[config.mk]
export PLATFORM = sky130hd
export DESIGN_NAME = known_value_register_tracker_top_flat
export DESIGN_NICKNAME = d
export VERILOG_FILES = /design/src/kvrt_pkg.sv /design/src/kvrt_if.sv /design/src/kvrt_regfile.sv /design/src/kvrt_alu.sv /design/src/known_value_register_tracker_top.sv /design/src/flat_wrapper.sv
export SDC_FILE = /design/constraint.sdc
export NUM_CORES = 2
export LEC_CHECK = 0
export BUFFER_PORTS_ARGS = -buffer_cell sky130_fd_sc_hd__buf_4
export CORE_ASPECT_RATIO = 0.8
export CORE_UTILIZATION = 35
export DETAILED_ROUTE_END_ITERATION = 12
export GPL_ROUTABILITY_DRIVEN = 0
export HOLD_SLACK_MARGIN = 0.12
export REMOVE_ABC_BUFFERS = 1
export SKIP_LAST_GASP = 1
export SYNTH_ARGS = -nofsm -noshare
export SYNTH_HDL_FRONTEND = slang
export SYNTH_SLANG_ARGS = --single-unit
[constraint.sdc]
create_clock -name clk -period 24.3 [get_ports clk]
set_input_delay 4.86 -clock clk [delete_from_list [all_inputs] [get_ports clk]]
set_output_delay 4.86 -clock clk [all_outputs]
set_load 0.1 [all_outputs]
[src/kvrt_pkg.sv]
// Shared types, constants and operation codes for the known-value register tracker.
// No dependencies; every other file of the block imports this package.
`default_nettype none

package kvrt_pkg;

  localparam int REG_COUNT = 32;
  localparam int REG_AW    = (REG_COUNT > 1) ? $clog2(REG_COUNT) : 1;
  localparam int DATA_W    = 64;
  localparam int IDX_W     = 5;
  localparam int IMM_W     = 20;
  localparam int OP_W      = 4;
  localparam int CNT_W     = $clog2(DATA_W);
  localparam int LUI_SHIFT = 12;

  localparam logic [IDX_W-1:0] A0_INDEX = 5'd10;

  // instruction operation codes
  localparam logic [OP_W-1:0] OP_ADDI  = 4'd0;
  localparam logic [OP_W-1:0] OP_LUI   = 4'd1;
  localparam logic [OP_W-1:0] OP_LD    = 4'd2;
  localparam logic [OP_W-1:0] OP_SD    = 4'd3;
  localparam logic [OP_W-1:0] OP_BEQ   = 4'd4;
  localparam logic [OP_W-1:0] OP_JAL   = 4'd5;
  localparam logic [OP_W-1:0] OP_JALR  = 4'd6;
  localparam logic [OP_W-1:0] OP_ECALL = 4'd7;
  localparam logic [OP_W-1:0] OP_ADD   = 4'd8;
  localparam logic [OP_W-1:0] OP_SUB   = 4'd9;
  localparam logic [OP_W-1:0] OP_MUL   = 4'd10;
  localparam logic [OP_W-1:0] OP_DIVU  = 4'd11;
  localparam logic [OP_W-1:0] OP_REMU  = 4'd12;
  localparam logic [OP_W-1:0] OP_SLTU  = 4'd13;

  // shared unit operation codes
  localparam logic [2:0] ALU_ADD  = 3'd0;
  localparam logic [2:0] ALU_SUB  = 3'd1;
  localparam logic [2:0] ALU_SLTU = 3'd2;
  localparam logic [2:0] ALU_MUL  = 3'd3;
  localparam logic [2:0] ALU_DIVU = 3'd4;
  localparam logic [2:0] ALU_REMU = 3'd5;

  typedef struct packed {
    logic              start;
    logic [2:0]        op;
    logic [DATA_W-1:0] a;
    logic [DATA_W-1:0] b;
  } kvrt_alu_req_t;

  typedef struct packed {
    logic              busy;
    logic              done;
    logic [DATA_W-1:0] result;
  } kvrt_alu_rsp_t;

  typedef struct packed {
    logic              en;
    logic              known;
    logic [IDX_W-1:0]  idx;
    logic [DATA_W-1:0] value;
  } kvrt_wr_t;

  // register zero and numbers past the file read as a known zero
  function automatic logic idx_is_zero(input logic [IDX_W-1:0] idx);
    return (idx == '0) || (int'(idx) >= REG_COUNT);
  endfunction

endpackage

`default_nettype wire

[src/kvrt_if.sv]
// Valid/ready channel interfaces for instruction beats and result beats.
// Depends on kvrt_pkg for field widths.
`default_nettype none

interface kvrt_in_if import kvrt_pkg::*; ();
  logic                    valid;
  logic                    ready;
  logic [OP_W-1:0]         operation;
  logic [IDX_W-1:0]        dest_index;
  logic [IDX_W-1:0]        src1_index;
  logic [IDX_W-1:0]        src2_index;
  logic signed [IMM_W-1:0] immediate;

  modport source (output valid, operation, dest_index, src1_index, src2_index, immediate,
                  input ready);
  modport sink   (input valid, operation, dest_index, src1_index, src2_index, immediate,
                  output ready);
endinterface

interface kvrt_out_if import kvrt_pkg::*; ();
  logic              valid;
  logic              ready;
  logic              tracked;
  logic              reg_written;
  logic [IDX_W-1:0]  written_index;
  logic              written_known;
  logic [DATA_W-1:0] written_value;

  modport source (output valid, tracked, reg_written, written_index, written_known,
                  written_value, input ready);
  modport sink   (input valid, tracked, reg_written, written_index, written_known,
                  written_value, output ready);
endinterface

`default_nettype wire

[src/kvrt_regfile.sv]
// Tracked register file: value memory with one registered read port, known flags in flops.
// Depends on kvrt_pkg.
`default_nettype none

module kvrt_regfile import kvrt_pkg::*; (
  input  wire logic                 clk,
  input  wire logic                 rst_n,
  input  wire logic [IDX_W-1:0]     rd_addr,
  output logic      [DATA_W-1:0]    rd_data,
  input  wire kvrt_wr_t             wr,
  output logic      [REG_COUNT-1:0] known_vec
);

  logic [DATA_W-1:0]    mem_r [REG_COUNT];
  logic [DATA_W-1:0]    rd_data_r;
  logic [REG_COUNT-1:0] known_r;

  // values only matter while known, so the memory needs no clearing
  always_ff @(posedge clk) begin
    if (wr.en && wr.known) begin
      mem_r[REG_AW'(wr.idx)] <= wr.value;
    end
    rd_data_r <= mem_r[REG_AW'(rd_addr)];
  end

  always_ff @(posedge clk) begin
    if (!rst_n) begin
      known_r <= REG_COUNT'(1);
    end else if (wr.en) begin
      known_r[REG_AW'(wr.idx)] <= wr.known;
    end
  end

  assign rd_data   = rd_data_r;
  assign known_vec = known_r;

endmodule

`default_nettype wire

[src/kvrt_alu.sv]
// Shared 64-bit unit: one adder serves add/sub/sltu in one step, shift-add multiply
// and restoring divide over 64 steps. Depends on kvrt_pkg.
`default_nettype none

module kvrt_alu import kvrt_pkg::*; (
  input  wire logic          clk,
  input  wire logic          rst_n,
  input  wire kvrt_alu_req_t req,
  output kvrt_alu_rsp_t      rsp
);

  logic              busy_r, busy_nxt;
  logic              done_r, done_nxt;
  logic [2:0]        op_r, op_nxt;
  logic [DATA_W-1:0] acc_r, acc_nxt;
  logic [DATA_W-1:0] aux_r, aux_nxt;
  logic [DATA_W-1:0] opnd_r, opnd_nxt;
  logic [DATA_W-1:0] res_r, res_nxt;
  logic [CNT_W-1:0]  cnt_r, cnt_nxt;

  logic [DATA_W:0]   add_x, add_y;
  logic              add_sub;
  logic [DATA_W+1:0] add_sum;
  logic              carry;

  assign add_sum = {1'b0, add_x} + {1'b0, (add_sub ? ~add_y : add_y)}
                 + (DATA_W+2)'(add_sub);
  assign carry   = add_sum[DATA_W+1];

  // operand selection for the single adder
  always_comb begin
    add_x   = {1'b0, req.a};
    add_y   = {1'b0, req.b};
    add_sub = (req.op != ALU_ADD);
    if (busy_r) begin
      if (op_r == ALU_MUL) begin
        add_x   = {1'b0, acc_r};
        add_y   = aux_r[0] ? {1'b0, opnd_r} : '0;
        add_sub = 1'b0;
      end else begin
        // partial remainder with next dividend bit shifted in
        add_x   = {acc_r, aux_r[DATA_W-1]};
        add_y   = {1'b0, opnd_r};
        add_sub = 1'b1;
      end
    end
  end

  always_comb begin
    busy_nxt = busy_r;
    done_nxt = 1'b0;
    op_nxt   = op_r;
    acc_nxt  = acc_r;
    aux_nxt  = aux_r;
    opnd_nxt = opnd_r;
    res_nxt  = res_r;
    cnt_nxt  = cnt_r;
    if (busy_r) begin
      if (op_r == ALU_MUL) begin
        acc_nxt  = add_sum[DATA_W-1:0];
        aux_nxt  = aux_r >> 1;
        opnd_nxt = opnd_r << 1;
      end else begin
        acc_nxt = carry ? add_sum[DATA_W-1:0] : add_x[DATA_W-1:0];
        aux_nxt = {aux_r[DATA_W-2:0], carry};
      end
      cnt_nxt = cnt_r - 1'b1;
      if (cnt_r == '0) begin
        busy_nxt = 1'b0;
        done_nxt = 1'b1;
        res_nxt  = (op_r == ALU_DIVU) ? aux_nxt : acc_nxt;
      end
    end else if (req.start) begin
      op_nxt = req.op;
      case (req.op)
        ALU_ADD, ALU_SUB: begin
          res_nxt  = add_sum[DATA_W-1:0];
          done_nxt = 1'b1;
        end
        ALU_SLTU: begin
          res_nxt  = DATA_W'(!carry);
          done_nxt = 1'b1;
        end
        ALU_MUL: begin
          acc_nxt  = '0;
          aux_nxt  = req.b;
          opnd_nxt = req.a;
          cnt_nxt  = CNT_W'(DATA_W-1);
          busy_nxt = 1'b1;
        end
        ALU_DIVU, ALU_REMU: begin
          acc_nxt  = '0;
          aux_nxt  = req.a;
          opnd_nxt = req.b;
          cnt_nxt  = CNT_W'(DATA_W-1);
          busy_nxt = 1'b1;
        end
        default: begin
          res_nxt  = '0;
          done_nxt = 1'b1;
        end
      endcase
    end
  end

  always_ff @(posedge clk) begin
    if (!rst_n) begin
      busy_r <= 1'b0;
      done_r <= 1'b0;
      op_r   <= ALU_ADD;
      cnt_r  <= '0;
    end else begin
      busy_r <= busy_nxt;
      done_r <= done_nxt;
      op_r   <= op_nxt;
      cnt_r  <= cnt_nxt;
    end
  end

  always_ff @(posedge clk) begin
    acc_r  <= acc_nxt;
    aux_r  <= aux_nxt;
    opnd_r <= opnd_nxt;
    res_r  <= res_nxt;
  end

  assign rsp.busy   = busy_r;
  assign rsp.done   = done_r;
  assign rsp.result = res_r;

endmodule

`default_nettype wire

[src/known_value_register_tracker_top.sv]
// Known-value register tracker: sequencer over the register file and the shared unit.
// Depends on kvrt_pkg, kvrt_if, kvrt_regfile and kvrt_alu.
//
//   channel   dir  handshake      payload
//   in_chan   in   valid/ready    operation, dest_index, src1_index, src2_index, immediate
//   out_chan  out  valid/ready    tracked, reg_written, written_index, written_known,
//                                 written_value
//
// One instruction beat at a time: accept, read rs1 then rs2 through the single memory
// read port (captured in S_RD1, S_RD2), decode (S_EXEC), then the shared unit if needed.
// add/sub/sltu/addi are done by the shared adder when started; mul/divu/remu wait in
// S_ALU while its one-bit-per-step loop runs.
// The result sits in an output register; the next beat is taken while it waits, but its
// own result holds back until that register is free.
// Reset: only register zero known; no clearing pass.
`default_nettype none

module known_value_register_tracker_top import kvrt_pkg::*; (
  input wire logic   clk,
  input wire logic   rst_n,
  kvrt_in_if.sink    in_chan,
  kvrt_out_if.source out_chan
);

  localparam logic [2:0] S_IDLE = 3'd0;
  localparam logic [2:0] S_RD1  = 3'd1;
  localparam logic [2:0] S_RD2  = 3'd2;
  localparam logic [2:0] S_EXEC = 3'd3;
  localparam logic [2:0] S_ALU  = 3'd4;
  localparam logic [2:0] S_DONE = 3'd5;

  logic [2:0]              state_r, state_nxt;
  logic [OP_W-1:0]         op_r, op_nxt;
  logic [IDX_W-1:0]        rd_r, rd_nxt;
  logic [IDX_W-1:0]        rs1_r, rs1_nxt;
  logic [IDX_W-1:0]        rs2_r, rs2_nxt;
  logic signed [IMM_W-1:0] imm_r, imm_nxt;
  logic [DATA_W-1:0]       a_r, a_nxt;
  logic [DATA_W-1:0]       b_r, b_nxt;
  logic                    a_known_r, a_known_nxt;
  logic                    b_known_r, b_known_nxt;
  logic                    tracked_r, tracked_nxt;
  kvrt_wr_t                wr_r, wr_nxt;

  logic                    out_valid_r, out_valid_nxt;
  logic                    out_tracked_r, out_tracked_nxt;
  kvrt_wr_t                out_wr_r, out_wr_nxt;

  logic [IDX_W-1:0]        rf_addr;
  logic [DATA_W-1:0]       rf_data;
  logic [REG_COUNT-1:0]    known_vec;
  kvrt_wr_t                rf_wr;
  kvrt_alu_req_t           alu_req;
  kvrt_alu_rsp_t           alu_rsp;

  logic                    in_beat;
  logic                    slot_free;
  logic                    commit;
  logic [DATA_W-1:0]       imm64;
  logic                    cur_zero;
  logic                    cur_known;

  assign in_beat   = in_chan.valid && in_chan.ready;
  assign slot_free = !out_valid_r || out_chan.ready;
  assign commit    = (state_r == S_DONE) && slot_free;
  assign imm64     = {{(DATA_W-IMM_W){imm_r[IMM_W-1]}}, imm_r};

  // rs1 is read on the accept cycle, rs2 in the cycle after (S_RD1)
  assign rf_addr   = (state_r == S_IDLE) ? in_chan.src1_index : rs2_r;

  // index of the register whose read data arrives this cycle
  always_comb begin
    cur_zero  = idx_is_zero((state_r == S_RD1) ? rs1_r : rs2_r);
    cur_known = cur_zero ||
                known_vec[REG_AW'((state_r == S_RD1) ? rs1_r : rs2_r)];
  end

  function automatic kvrt_wr_t wr_unknown(input logic [IDX_W-1:0] idx);
    kvrt_wr_t w;
    w       = '0;
    w.en    = !idx_is_zero(idx);
    w.idx   = w.en ? idx : '0;
    return w;
  endfunction

  function automatic kvrt_wr_t wr_value(input logic [IDX_W-1:0] idx,
                                        input logic [DATA_W-1:0] v);
    kvrt_wr_t w;
    w       = '0;
    w.en    = !idx_is_zero(idx);
    w.known = w.en;
    w.idx   = w.en ? idx : '0;
    w.value = w.en ? v : '0;
    return w;
  endfunction

  always_comb begin
    state_nxt   = state_r;
    op_nxt      = op_r;
    rd_nxt      = rd_r;
    rs1_nxt     = rs1_r;
    rs2_nxt     = rs2_r;
    imm_nxt     = imm_r;
    a_nxt       = a_r;
    b_nxt       = b_r;
    a_known_nxt = a_known_r;
    b_known_nxt = b_known_r;
    tracked_nxt = tracked_r;
    wr_nxt      = wr_r;
    alu_req     = '0;

    case (state_r)
      S_IDLE: begin
        if (in_beat) begin
          op_nxt    = in_chan.operation;
          rd_nxt    = in_chan.dest_index;
          rs1_nxt   = in_chan.src1_index;
          rs2_nxt   = in_chan.src2_index;
          imm_nxt   = in_chan.immediate;
          state_nxt = S_RD1;
        end
      end
      S_RD1: begin
        a_nxt       = cur_zero ? '0 : rf_data;
        a_known_nxt = cur_known;
        state_nxt   = S_RD2;
      end
      S_RD2: begin
        b_nxt       = cur_zero ? '0 : rf_data;
        b_known_nxt = cur_known;
        state_nxt   = S_EXEC;
      end
      S_EXEC: begin
        tracked_nxt = 1'b0;
        wr_nxt      = '0;
        state_nxt   = S_DONE;
        case (op_r)
          OP_ADDI: begin
            if (a_known_r) begin
              tracked_nxt   = 1'b1;
              alu_req.start = 1'b1;
              alu_req.op    = ALU_ADD;
              alu_req.a     = a_r;
              alu_req.b     = imm64;
              state_nxt     = S_ALU;
            end else begin
              wr_nxt = wr_unknown(rd_r);
            end
          end
          OP_LUI: begin
            tracked_nxt = 1'b1;
            wr_nxt      = wr_value(rd_r, imm64 << LUI_SHIFT);
          end
          OP_LD, OP_JAL, OP_JALR: begin
            wr_nxt = wr_unknown(rd_r);
          end
          OP_ECALL: begin
            wr_nxt = wr_unknown(A0_INDEX);
          end
          OP_ADD, OP_SUB, OP_MUL, OP_DIVU, OP_REMU, OP_SLTU: begin
            if (!a_known_r || !b_known_r) begin
              wr_nxt = wr_unknown(rd_r);
            end else begin
              tracked_nxt = 1'b1;
              // zero divisor leaves rd as it was
              if (!((op_r == OP_DIVU || op_r == OP_REMU) && b_r == '0)) begin
                alu_req.start = 1'b1;
                alu_req.a     = a_r;
                alu_req.b     = b_r;
                state_nxt     = S_ALU;
                case (op_r)
                  OP_SUB:  alu_req.op = ALU_SUB;
                  OP_MUL:  alu_req.op = ALU_MUL;
                  OP_DIVU: alu_req.op = ALU_DIVU;
                  OP_REMU: alu_req.op = ALU_REMU;
                  OP_SLTU: alu_req.op = ALU_SLTU;
                  default: alu_req.op = ALU_ADD;
                endcase
              end
            end
          end
          default: begin
            wr_nxt = '0;
          end
        endcase
      end
      S_ALU: begin
        if (alu_rsp.done) begin
          wr_nxt    = wr_value(rd_r, alu_rsp.result);
          state_nxt = S_DONE;
        end
      end
      S_DONE: begin
        if (slot_free) begin
          state_nxt = S_IDLE;
        end
      end
      default: begin
        state_nxt = S_IDLE;
      end
    endcase
  end

  // write-back and result load happen together once the output register is free
  always_comb begin
    rf_wr           = wr_r;
    rf_wr.en        = wr_r.en && commit;
    out_valid_nxt   = out_valid_r && !out_chan.ready;
    out_tracked_nxt = out_tracked_r;
    out_wr_nxt      = out_wr_r;
    if (commit) begin
      out_valid_nxt   = 1'b1;
      out_tracked_nxt = tracked_r;
      out_wr_nxt      = wr_r;
    end
  end

  always_ff @(posedge clk) begin
    if (!rst_n) begin
      state_r     <= S_IDLE;
      out_valid_r <= 1'b0;
    end else begin
      state_r     <= state_nxt;
      out_valid_r <= out_valid_nxt;
    end
  end

  always_ff @(posedge clk) begin
    op_r          <= op_nxt;
    rd_r          <= rd_nxt;
    rs1_r         <= rs1_nxt;
    rs2_r         <= rs2_nxt;
    imm_r         <= imm_nxt;
    a_r           <= a_nxt;
    b_r           <= b_nxt;
    a_known_r     <= a_known_nxt;
    b_known_r     <= b_known_nxt;
    tracked_r     <= tracked_nxt;
    wr_r          <= wr_nxt;
    out_tracked_r <= out_tracked_nxt;
    out_wr_r      <= out_wr_nxt;
  end

  kvrt_regfile u_regfile (
    .clk       (clk),
    .rst_n     (rst_n),
    .rd_addr   (rf_addr),
    .rd_data   (rf_data),
    .wr        (rf_wr),
    .known_vec (known_vec)
  );

  kvrt_alu u_alu (
    .clk   (clk),
    .rst_n (rst_n),
    .req   (alu_req),
    .rsp   (alu_rsp)
  );

  assign in_chan.ready          = (state_r == S_IDLE);
  assign out_chan.valid         = out_valid_r;
  assign out_chan.tracked       = out_tracked_r;
  assign out_chan.reg_written   = out_wr_r.en;
  assign out_chan.written_index = out_wr_r.idx;
  assign out_chan.written_known = out_wr_r.known;
  assign out_chan.written_value = out_wr_r.value;

  a_ready_unit_idle: assert property (@(posedge clk) disable iff (!rst_n)
    in_chan.ready |-> !alu_rsp.busy)
    else $error("beat accepted while shared unit busy");

  a_no_zero_write: assert property (@(posedge clk) disable iff (!rst_n)
    rf_wr.en |-> (rf_wr.idx != '0))
    else $error("write to register zero");

  a_done_in_alu: assert property (@(posedge clk) disable iff (!rst_n)
    alu_rsp.done |-> (state_r == S_ALU))
    else $error("unit result outside wait state");

  a_commit_shows: assert property (@(posedge clk) disable iff (!rst_n)
    commit |=> out_valid_r)
    else $error("committed result not presented");

endmodule

`default_nettype wire

[src/flat_wrapper.sv]
// flat-port wrapper written by rule: the top's interface ports become plain ports
module known_value_register_tracker_top_flat import kvrt_pkg::*;
  (clk, rst_n, in_chan_valid, in_chan_operation, in_chan_dest_index, in_chan_src1_index, in_chan_src2_index, in_chan_immediate, in_chan_ready, out_chan_valid, out_chan_tracked, out_chan_reg_written, out_chan_written_index, out_chan_written_known, out_chan_written_value, out_chan_ready);
  kvrt_in_if in_chan_i ();
  kvrt_out_if out_chan_i ();
  input wire logic clk;
  input wire logic rst_n;
  input wire logic [$bits(in_chan_i.valid)-1:0] in_chan_valid;
  input wire logic [$bits(in_chan_i.operation)-1:0] in_chan_operation;
  input wire logic [$bits(in_chan_i.dest_index)-1:0] in_chan_dest_index;
  input wire logic [$bits(in_chan_i.src1_index)-1:0] in_chan_src1_index;
  input wire logic [$bits(in_chan_i.src2_index)-1:0] in_chan_src2_index;
  input wire logic [$bits(in_chan_i.immediate)-1:0] in_chan_immediate;
  output wire logic [$bits(in_chan_i.ready)-1:0] in_chan_ready;
  output wire logic [$bits(out_chan_i.valid)-1:0] out_chan_valid;
  output wire logic [$bits(out_chan_i.tracked)-1:0] out_chan_tracked;
  output wire logic [$bits(out_chan_i.reg_written)-1:0] out_chan_reg_written;
  output wire logic [$bits(out_chan_i.written_index)-1:0] out_chan_written_index;
  output wire logic [$bits(out_chan_i.written_known)-1:0] out_chan_written_known;
  output wire logic [$bits(out_chan_i.written_value)-1:0] out_chan_written_value;
  input wire logic [$bits(out_chan_i.ready)-1:0] out_chan_ready;
  assign in_chan_i.valid = in_chan_valid;
  assign in_chan_i.operation = in_chan_operation;
  assign in_chan_i.dest_index = in_chan_dest_index;
  assign in_chan_i.src1_index = in_chan_src1_index;
  assign in_chan_i.src2_index = in_chan_src2_index;
  assign in_chan_i.immediate = in_chan_immediate;
  assign in_chan_ready = in_chan_i.ready;
  assign out_chan_valid = out_chan_i.valid;
  assign out_chan_tracked = out_chan_i.tracked;
  assign out_chan_reg_written = out_chan_i.reg_written;
  assign out_chan_written_index = out_chan_i.written_index;
  assign out_chan_written_known = out_chan_i.written_known;
  assign out_chan_written_value = out_chan_i.written_value;
  assign out_chan_i.ready = out_chan_ready;
  known_value_register_tracker_top u_core (.clk(clk), .rst_n(rst_n), .in_chan(in_chan_i), .out_chan(out_chan_i));
endmodule
Yosys cells after proc, flatten, opt, wreduce, memory -nomap -nowiden
Memories as Yosys holds them, arrays and structs flattened. A register that Yosys moved wholly into a read port is not among the register bits. Cells that the tools add are included.

Memories kept: 1. Register bits after elaboration: 616. Memory bits (writable): 2048. Word-level logic and storage cells: 183. Output and inout port bits: 74.

$lt $le $gt $ge: 3. Multiplexer cells: 73. Equality and inequality tests: 29. Reductions and logical operators: 42. Bitwise operators: 2. Add/subtract/negate cells: 3.

Memories: u_core.u_regfile.mem_r (depth 32, width 64, rd ports 1, clocked after Yosys merged registers in 1, write ports 1, line kvrt_regfile.sv:14) `logic [DATA_W-1:0] mem_r [REG_COUNT];`.

Operator list (count): $mux 64 (20); $mux 132 (4); $pmux 71 s5 (1); $pmux 132 s2 (1); $mux 65 (4); $pmux 64 s2 (2); $mux 71 (3); $pmux 64 s3 (1); $pmux 71 s2 (1); $add 65x65->66 (1); $add 66x1->66 (1); $not 65->65 (1); $logic_not 64->1 (1); $bwmux 32 (1); $eq 4x4->1 const B (6); $mux 1 (19); $mux 6 (3); $pmux 3 s6 (1); $eq 3x2->1 const B (5); $eq 3x3->1 const B (5); $mux 5 (3); $pmux 3 s5 (1); $eq 4x3->1 const B (3); $lt 5x6->1 const B (2); 27 further kinds (62).

Logic depth before layout (Yosys ltp)
Word-level depth: 17. Depth in mapped cells: 29. Depth with buffers taken out: 23.

Modules after synthesis
A second synthesis with hierarchy kept.

Cell total of the unflattened synthesis: 7032. Area, all modules: 113941.8 um2.

By module, submodules not included: kvrt_regfile (cells an instance 3902, area an instance 80586.0 um2, times used 1); kvrt_alu (cells an instance 2332, area an instance 20567.2 um2, times used 1); known_value_register_tracker_top (cells an instance 798, area an instance 12788.5 um2, times used 1).

Worst setup path before layout
OpenSTA, ideal clock, no wires.

Kind: input port to flip-flop. Start: in out_chan_ready. End: mem u_core.u_regfile.mem_r[28][0], enable pin. Data arrival time: 13625 ps. Setup slack: 10028 ps. Stages on the path: 6. Buffers on the path: 1. Path through: nand2b_1 > and3_1 > and2_1 > clkbuf_1 > nand2_1 > nor4_1.

Cells in the longest elaborated chain, start to end: 6.

RTL lines: from (decl) (line flat_wrapper.sv:21) `input wire logic [$bits(out_chan_i.ready)-1:0] out_chan_ready;`; $logic_or 1x1->1 (line known_value_register_tracker_top.sv:64) `assign slot_free = !out_valid_r || out_chan.ready;`; $logic_and 1x1->1 (line known_value_register_tracker_top.sv:65) `assign commit = (state_r == S_DONE) && slot_free;`; via u_core.commit (line known_value_register_tracker_top.sv:58) `logic commit;`; $logic_and 1x1->1 (line known_value_register_tracker_top.sv:207) `rf_wr.en = wr_r.en && commit;`; $logic_and 1x1->1 (line kvrt_regfile.sv:20) `if (wr.en && wr.known) begin`; $mux 1 (line kvrt_regfile.sv:20); $mux 1 (not written as such) (line kvrt_regfile.sv:21) `mem_r[REG_AW'(wr.idx)] <= wr.value;`; to (decl) (line kvrt_regfile.sv:14).

The timed path passes the listed nets, and every way through them passes these cells.

Final worst setup path
Start: in in_chan_src1_index[0]. End: reg u_core.u_regfile.rd_data_r[30], in the netlist u_core.u_regfile.rd_data[30] (read register of u_core.u_regfile.mem_r).

Cells in the longest elaborated chain, start to end: 1.

RTL lines: from (decl) (line flat_wrapper.sv:11) `input wire logic [$bits(in_chan_i.src1_index)-1:0] in_chan_src1_index;`; $mux 5 (line known_value_register_tracker_top.sv:69) `assign rf_addr = (state_r == S_IDLE) ? in_chan.src1_index : rs2_r;`; to (decl) (line kvrt_regfile.sv:15) `logic [DATA_W-1:0] rd_data_r;`.

No other way between the ends. A chain may end at the register's enable or synchronous reset.

==> out/qor.csv <==
stage,metric,value,unit
setup_path,Crit. Startpoint,in_chan_src1_index[0],
timing,Worst slew margin,8.953,%
floorplan,# IOs,117,
clock_network,clock sink total,2728,
routing,first-pass iteration count of the detailed router,6,
setup_path,crit path DAT,10.63,ns
grt,Total GRT Usage,21.51,%
floorplan,die height,518.0,microns
setup_path,CP Capture Type,flip-flop,
logic_synthesis,"EDFF count, synth",2617,
floorplan,die footprint,335100,sq um
routing,final wirelength,372800,microns
logic_synthesis,synth warn,0,
setup_path,worst-path maximum fanout,167,
placement,# port buffers,116,
routing,Final ANT Viol Nets,0,
clock_network,hold-fix buffers at CTS,0,
cells_and_area,"commonest non-fill, non-tap cell in the layout",nand2_1,
placement,Post-DP HPWL,203400,microns
logic_synthesis,top cell type's share of synthesized area,67.47,%
routing,vias,80970,
routing,Detailed Route Iter0 Violations,11290,
floorplan,Rows,189,
cells_and_area,most frequent cells in the layout,"2642 x nand2_1, 2617 x edfxtp_1, 548 x nand3_1",
worst_hold_path,HP Start,u_core.u_regfile.known_vec[30]$_SDFFE_PN0P_,
clock_network,CTS resizes,0,
timing,unrepaired setup endpoints after global routing,no,
clock_network,post-CTS setup buffer count,0,
timing,Clock Skew,0.1003,ns
grt,initial antenna violation count,32,
routing,residual DRC count,0,
floorplan,Die Width,647.0,microns
power_and_ir_drop,pwr dens,106.1,nW/um^2
logic_synthesis,Cells after Synth,9612,
cells_and_area,Layout Nets,9585,
outcome,status,completed,
logic_synthesis,top_reg_cell synth,edfxtp_1,
clock_network,Clock Path Buffers,4,
logic_synthesis,Post-Syn Area,116500,sq um
logic_synthesis,syn_area_per_cell,12.12,sq um
floorplan,Starting Density,35.16,%
clock_network,H-tree levels,5,
power_and_ir_drop,Leakage,45.31,nW
setup_path,R2R Path Start,u_core.b_r[22]$_DFFE_PP_,
clock_network,clk_lat worst skew,0.90,ns
run,number of max-cap violations,0,
routing,WL per Instance,26.46,microns
cells_and_area,Layout Cells excl Fill,14090,
setup_path,Crit Path Class,primary input to flip-flop,
setup_path,slowest CP cell,buf_4,
clock_network,CTS tree,done,
setup_path,"slowest stage delay, CP",0.73,ns
clock_network,Root Buffer Master,clkbuf_16,
cells_and_area,# fillers,30610,
grt,GR Overflow Total,0,
timing,minimum clock period,9.868,ns
timing,final setup vio count,0,
cells_and_area,Area Growth Syn to Fin,12.75,%
grt,vias in the first global route,74910,
timing,Slew @ Worst Pin,1.366,ns
timing,Max Clock Freq,101.3,MHz
timing,final hold viol count,0,
setup_path,"most used cell, CP",buf_4,
floorplan,Core Area,331300,sq um
setup_path,Startpoint Class,primary input,
logic_synthesis,"Seq/Total Area, Yosys",69.38,%
setup_path,Worst Path Required,25.06,ns
worst_hold_path,type of the worst min-delay path,flip-flop to flip-flop,
timing,Tcrit/Tclk final,40.61,%
grt,first-pass GRT wire length,535600,microns
clock_network,clk slew on worst S/H paths,0.06,ns
placement,Placed Cells,13580,
cells_and_area,layout cells sized above 1,8.809,%
logic_synthesis,Post-synth ARST share,0,%
logic_synthesis,top post-synthesis cells by area,"edfxtp_1 67%, nand2_1 8.5%, a311oi_1 3.2%",
clock_network,Num CTS Buffers,287,
logic_synthesis,"flops & latches, synth",2728,
timing,Final Max Slew Viols,0,
logic_synthesis,post-synthesis cell type count,92,
power_and_ir_drop,Worst VDD drop,0.1158,mV
grt,largest net degree at the start of global routing,191,
logic_synthesis,largest area contributor in the netlist,edfxtp_1,
cells_and_area,utilization after layout,39.64,%
setup_path,worst path cell trace,buf_4 > mux2_8 > buf_4 > buf_12 > buf_4 > buf_4 > buf_4 > a311oi_1 > a311oi_1 > a211oi_1 > a21o_1,
routing,routed vias/inst,5.747,
critical path, delay by kind of cell:
family | cells | cell delay [ns]
buffers and inverters | 6 | 3.54
AOI/OAI and AO/OA | 4 | 0.87
muxes | 1 | 0.72
sequential cells by signal, summed over array words and instances (netlist names), 3 cells and up:
register and count:
u_core.a_r 64, u_core.b_r 64, u_core.imm_r 20, u_core.op_r 4, u_core.out_chan.written_index 5, u_core.out_chan.written_value 64, u_core.rd_r 5, u_core.rf_wr 70
u_core.rs1_r 5, u_core.rs2_r 5, u_core.state_r 3, u_core.u_alu.acc_r 64, u_core.u_alu.aux_r 64, u_core.u_alu.cnt_r 6, u_core.u_alu.op_r 3, u_core.u_alu.opnd_r 64
u_core.u_alu.res_r 64, u_core.u_regfile.known_vec 32, u_core.u_regfile.mem_r 2048, u_core.u_regfile.rd_data 64
logic make-up (layout without fill, tap and decap cells):
logic type               after synthesis  count (layout)  share of synthesized area, %
XOR/XNOR                             124             124                        0.9325
AND/OR/NAND/NOR                     3986            3986                         14.63
other                                  0               2                             0
multiplexers                          91              91                        0.8068
AO/OA/AOI/OAI                       1876            1876                         11.05
flip-flops                          2728            2728                         69.38
buffers and inverters                740             823                         2.476
adder cells (fa/ha/maj)               67              67                        0.7262
final cells by class:
cell class              count  area (sq um)  area share (%)
clock buffers             369          7735           5.890
inverters                  27         106.4         0.08099
flip-flops and latches   2728         80810           61.54
well taps                4393          5497           4.186
multi-input cells        6144         33260           25.33
clock inverters           140          1549           1.180
repair buffers            287          2350           1.789
diodes                      2         5.005        0.003811
final timing paths:
path,end,slack (ns),cells after the start
min reg2reg,u_core.u_regfile.known_vec[30]$_SDFFE_PN0P_,0.45,2
max reg2reg,u_core.u_alu.res_r[57]$_DFFE_PP_,14.73,23
min,u_core.u_regfile.known_vec[30]$_SDFFE_PN0P_,0.45,2
max,u_core.u_regfile.rd_data[30]$_DFF_P_,14.43,11
per-layer routing:
| metal | share of wire (%) | GRT usage (%) | wire [microns] |
|---|---|---|---|
| met1 | 43 | 32.15 | 160100 |
| met2 | 42 | 31.15 | 158400 |
| met3 | 11 | 4.690 | 42260 |
| met4 | 3.2 | 6.340 | 11970 |
| met5 | 0.025 | 0 | 92 |
power by group:
group	internal (mW)	switching [mW]
clock network	2.56	1.87
registers	5.48	0.310
logic	1.10	2.62
total	9.14	4.80
metrics by stage:
stage	setup slack [ns]	instance area (sq um)	TNS [ns]	hold slack (ns)	power, mW
3_5_place_dp	13.79	122000	0	0.4493	9.536
2_1_floorplan	-15.01	113700	-960.95	0.4003	9.990
4_1_cts	14.76	131300	0	0.4573	13.94
6_report	14.43	131300	0	0.4544	13.94
5_1_grt	14.17	131300	0	0.4870	14.48
3_3_place_gp	13.83	122000	0	0.4440	9.496
synth_stat cells, types with 39 or more instances:
| cell | count |
|---|---|
| a211oi_1 | 102 |
| a21o_1 | 267 |
| a21oi_1 | 408 |
| a311oi_1 | 431 |
| a31o_2 | 39 |
| a31oi_1 | 205 |
| and3_1 | 285 |
| buf_1 | 64 |
| clkbuf_1 | 601 |
| dfxtp_1 | 111 |
| edfxtp_1 | 2617 |
| ha_1 | 66 |
| mux2i_1 | 86 |
| nand2_1 | 2644 |
| nand3_1 | 548 |
| nor2_1 | 287 |
| nor2b_1 | 75 |
| o21ai_0 | 246 |
| xnor2_1 | 102 |
(Power assumes the default switching activity.)
